--- src/design/gh_mod.sv ---
// Sequential modulo unit: remainder of a 32-bit value by a divisor, one bit a cycle.
// Depends on nothing but its ports.
module gh_mod #(
  parameter int DW = 13
) (
  input  logic          clk,
  input  logic          rst,
  input  logic          start,
  input  logic [31:0]   dividend,
  input  logic [DW-1:0] divisor,
  output logic          done,
  output logic [DW-1:0] remainder
);
  logic [31:0] shreg;
  logic [DW:0] rem;
  logic [5:0]  cnt;
  logic        busy;
  logic [DW:0] trial;

  always_comb begin
    trial = {rem[DW-1:0], shreg[31]};
  end

  always_ff @(posedge clk) begin
    if (rst) begin
      busy <= 1'b0;
      done <= 1'b0;
    end else begin
      done <= 1'b0;
      if (start) begin
        busy <= 1'b1;
        cnt  <= 6'd0;
      end else if (busy) begin
        cnt <= cnt + 6'd1;
        if (cnt == 6'd31) begin
          busy <= 1'b0;
          done <= 1'b1;
        end
      end
    end
  end

  always_ff @(posedge clk) begin
    if (start) begin
      shreg <= dividend;
      rem   <= '0;
    end else if (busy) begin
      shreg <= {shreg[30:0], 1'b0};
      if (trial >= {1'b0, divisor}) rem <= trial - {1'b0, divisor};
      else rem <= trial;
    end
  end

  assign remainder = rem[DW-1:0];
endmodule

--- config.mk ---
export PLATFORM = sky130hd
export DESIGN_NAME = gh_mod
export DESIGN_NICKNAME = d
export VERILOG_FILES = /design/src/design/gh_mod.sv
export SDC_FILE = /design/constraint.sdc
export NUM_CORES = 1
export LEC_CHECK = 0
export ABC_AREA = 1
export BUFFER_PORTS_ARGS = -buffer_cell sky130_fd_sc_hd__buf_2
export CAP_MARGIN = 30
export CORE_ASPECT_RATIO = 0.75
export CORE_MARGIN = 5
export CORE_UTILIZATION = 48
export DETAILED_ROUTE_END_ITERATION = 7
export GPL_TIMING_DRIVEN = 0
export PLACE_DENSITY = 0.71
export SLEW_MARGIN = 20
export SYNTH_ARGS = -nofsm -noshare
export SYNTH_HDL_FRONTEND = slang
export SYNTH_SLANG_ARGS = --single-unit
export TNS_END_PERCENT = 50
--- constraint.sdc ---
create_clock -name clk -period 3.1 [get_ports clk]
set_input_delay 0.62 -clock clk [delete_from_list [all_inputs] [get_ports clk]]
set_output_delay 0.62 -clock clk [all_outputs]
set_load 0.03 [all_outputs]
==> results.py <==
metrics = {
    "global_route": {
        "grtUsageTotal_pct": 17.3,
        "grt_pass1_wl_um": 12100,
        "grt_max_degree": 33,
        "grt_antenna_before_repair": 0,
        "grt_pass1_vias": 2643,
        "gr-total-overflow": 0,
    },
    "worst_setup_path": {
        "critPathArrivalTime_ps": 2110,
        "endpoint_kind": "flip-flop",
        "critical_path_class": "in -> reg",
        "cp.required_ps": 3050,
        "crit_path_start_kind": "primary input",
        "crit_fanout": 32,
        "worstSetupEndpoint": "shreg[19]",
        "reg2reg_slack_ps": 1040,
        "crit_start": "start",
        "r2r-end": "shreg[19]",
        "ff2ff_path_depth": 3,
        "r2r-start": "busy",
    },
    "synthesis": {
        "syn_area_sq_mm": 0.00326,
        "synth_compound_area_share_pct": 2.19,
        "synthMuxAreaShare_pct": 0,
        "synth_cell_type_count": 28,
        "synth-seq-area-share_pct": 44.2,
        "synth_nets": 501,
        "ys_ff_latch": 53,
        "synthXorXnorAreaFrac_pct": 1.34,
        "synthCells": 438,
        "synth_top_family_by_area": "simple AND/OR/NAND/NOR gates",
        "syn_area_per_cell_sq_um": 7.45,
        "synthSimpleGateAreaFrac_pct": 36.4,
        "synth_fa_ha_area_share_pct": 5.98,
        "yosysWarnings": 0,
    },
    "clocking": {
        "h-tree-depth": 2,
        "cts_tree": "done",
        "cts_root_buf": "clkbuf_8",
        "postCtsHoldBufs": 0,
        "postCtsSetupRepairBufs": 0,
        "clock-sinks": 53,
        "cts_buffers": 5,
        "cts_resized": 0,
        "cts_buffer_depth": 2,
        "clk_latency_ps": 300,
        "clk_pin_slew_ps": 100,
    },
    "run": {
        "cap_violations": 0,
    },
    "power_and_ir_drop": {
        "p_comb_share_pct": 13.6,
        "power_switching_w": 0.000384,
        "power_density_mw_per_mm2": 403,
        "swShare_pct": 25.2,
        "irDropWorstVdd_uv": 264,
        "intPower_w": 0.00114,
        "p_leak_nw": 2.04,
        "clockPowerShare_pct": 31.4,
        "power_frac_seq_pct": 55.1,
    },
    "sta": {
        "worst-slew-pin-transition_ps": 692,
        "setup_tns_ps": 0,
        "rsz0062_at_grt": "no",
        "setup_viol": 0,
        "slew_headroom_pct": 53.8,
        "slew_violations": 0,
        "finalHoldViolations": 0,
        "min_period_ps": 2160,
        "fin_crit_sh_pct": 69.6,
        "fmax_mhz": 463,
        "finClkSkew_ps": 7.14,
    },
    "floorplan": {
        "io_pins": 62,
        "die-area_sq_mm": 0.00856,
        "coreArea_sq_mm": 0.00670,
        "start_util_pct": 48.7,
        "die-width_um": 105,
        "die_h_um": 81.4,
        "placementRows": 26,
    },
    "routing": {
        "antenna_left": 0,
        "drc": 0,
        "drt_iter0_drc": 153,
        "vias_per_cell": 4.93,
        "routedWlPerCell_um": 12.7,
        "routed_wl_um": 7520,
        "vias": 2916,
        "drt-pass1-iter-count": 5,
    },
    "placement": {
        "dpl.hpwl_um": 5710,
        "place_congestion": 0.902,
        "placed_area_sq_mm": 0.00367,
        "portBuffers": 61,
    },
    "layout": {
        "fin_area_sq_mm": 0.00378,
        "syn_to_final_growth_pct": 16.0,
        "diodes": 0,
        "nNetsFinal": 569,
        "drive_above_1_share_pct": 18.9,
    },
    "min_path": {
        "hold_path.class": "reg -> reg",
        "holdPathStages": 2,
    },
    "run_status": {
        "status": "completed",
    },
}
power groups by stage:
stage | Clock [W] | Sequential (W) | Combinational (W)
after floorplan | 0 | 0.000854 | 0.000134
after global placement | 0 | 0.000854 | 0.000201
after detailed placement | 0 | 0.000856 | 0.000206
after CTS | 0.000495 | 0.000840 | 0.000209
after global routing | 0.000515 | 0.000844 | 0.000238
final | 0.000478 | 0.000840 | 0.000207
cell usage in the layout, fill, tap and decap left out, types with 3 or more instances in the layout:
cell type / count
edfxtp_1: 38
dfxtp_1: 15
nand4_1: 17
nand2_1: 192
nand2_2: 3
ha_1: 14
inv_2: 7
xnor2_1: 3
nand3_1: 29
buf_2: 65
inv_1: 63
clkbuf_8: 5
a21oi_1: 6
clkbuf_1: 8
nand3_2: 5
nor2_2: 4
nor2_1: 15
sequential cells by signal, indices dropped and copies added (netlist names):
| name | flops |
|---|---|
| shreg | 32 |
| rem | 13 |
| cnt | 6 |
| busy | 1 |
| done | 1 |
area by class of cell:
type                    instances  area (sq um)
multi-input cells             302          1500
clock buffers                   6          72.6
fillers                       646          2920
repair buffers                 61           305
well taps                      84           105
inverters                      70           263
plain buffers                  13          61.3
clock inverters                 2          38.8
flip-flops and latches         53          1440
cell families (layout without fill, tap and decap cells):
group	after synthesis	in the layout
fa+ha+maj	15	15
compound gates	11	11
simple gates	271	271
flops	53	53
xor+xnor	5	5
buf+inv	83	152
critical path, stage by stage:
cell and delay (ps):
buf_2 120, nor2_1 340, clkbuf_1 540, inv_2 470
per-stage QoR:
step           hold slack [ps]  worst slack, ps  cells  power, W  utilization (%)
6_report                   475              942    591   0.00153             56.5
5_1_grt                    499              809    591   0.00160             56.5
4_1_cts                    474              952    591   0.00154             56.5
3_5_place_dp               455              648    583   0.00106             54.8
3_3_place_gp               453              267    583   0.00106             54.8
2_1_floorplan              436             1090    438  0.000988                -
synthesized netlist by cell type, drive strengths merged:
cell type	number	area share, %
buf	6	1.1
ha	14	5.4
nor3	1	0.15
o21ai	2	0.31
edfxtp	38	35
xnor2	3	0.81
and3	1	0.19
xor2	2	0.54
nand4	17	3.3
a21oi	7	1.4
nor4	1	0.19
o21a	2	0.46
nand3	36	7.1
dfxtp	15	9.2
nor2	20	2.8
nand2	195	23
clkbuf	7	0.81
inv	70	8.1
fa	1	0.61
worst min-delay path by stage:
stage,startpoint,end,slack [ps]
CTS,busy,done,470
detailed placement,busy,done,450
finish,busy,done,480
global placement,busy,done,450
floorplan,busy,done,440
global route,rst,done,500
routing by layer:
layer / GRT usage (%) / share of wire (%)
met1: 25.8 / 50
met4: 3.70 / 0.70
met2: 25.9 / 43
met5: 0 / 0
met3: 3.57 / 5.8
No activity file was read; power rests on OpenSTA's default activity.
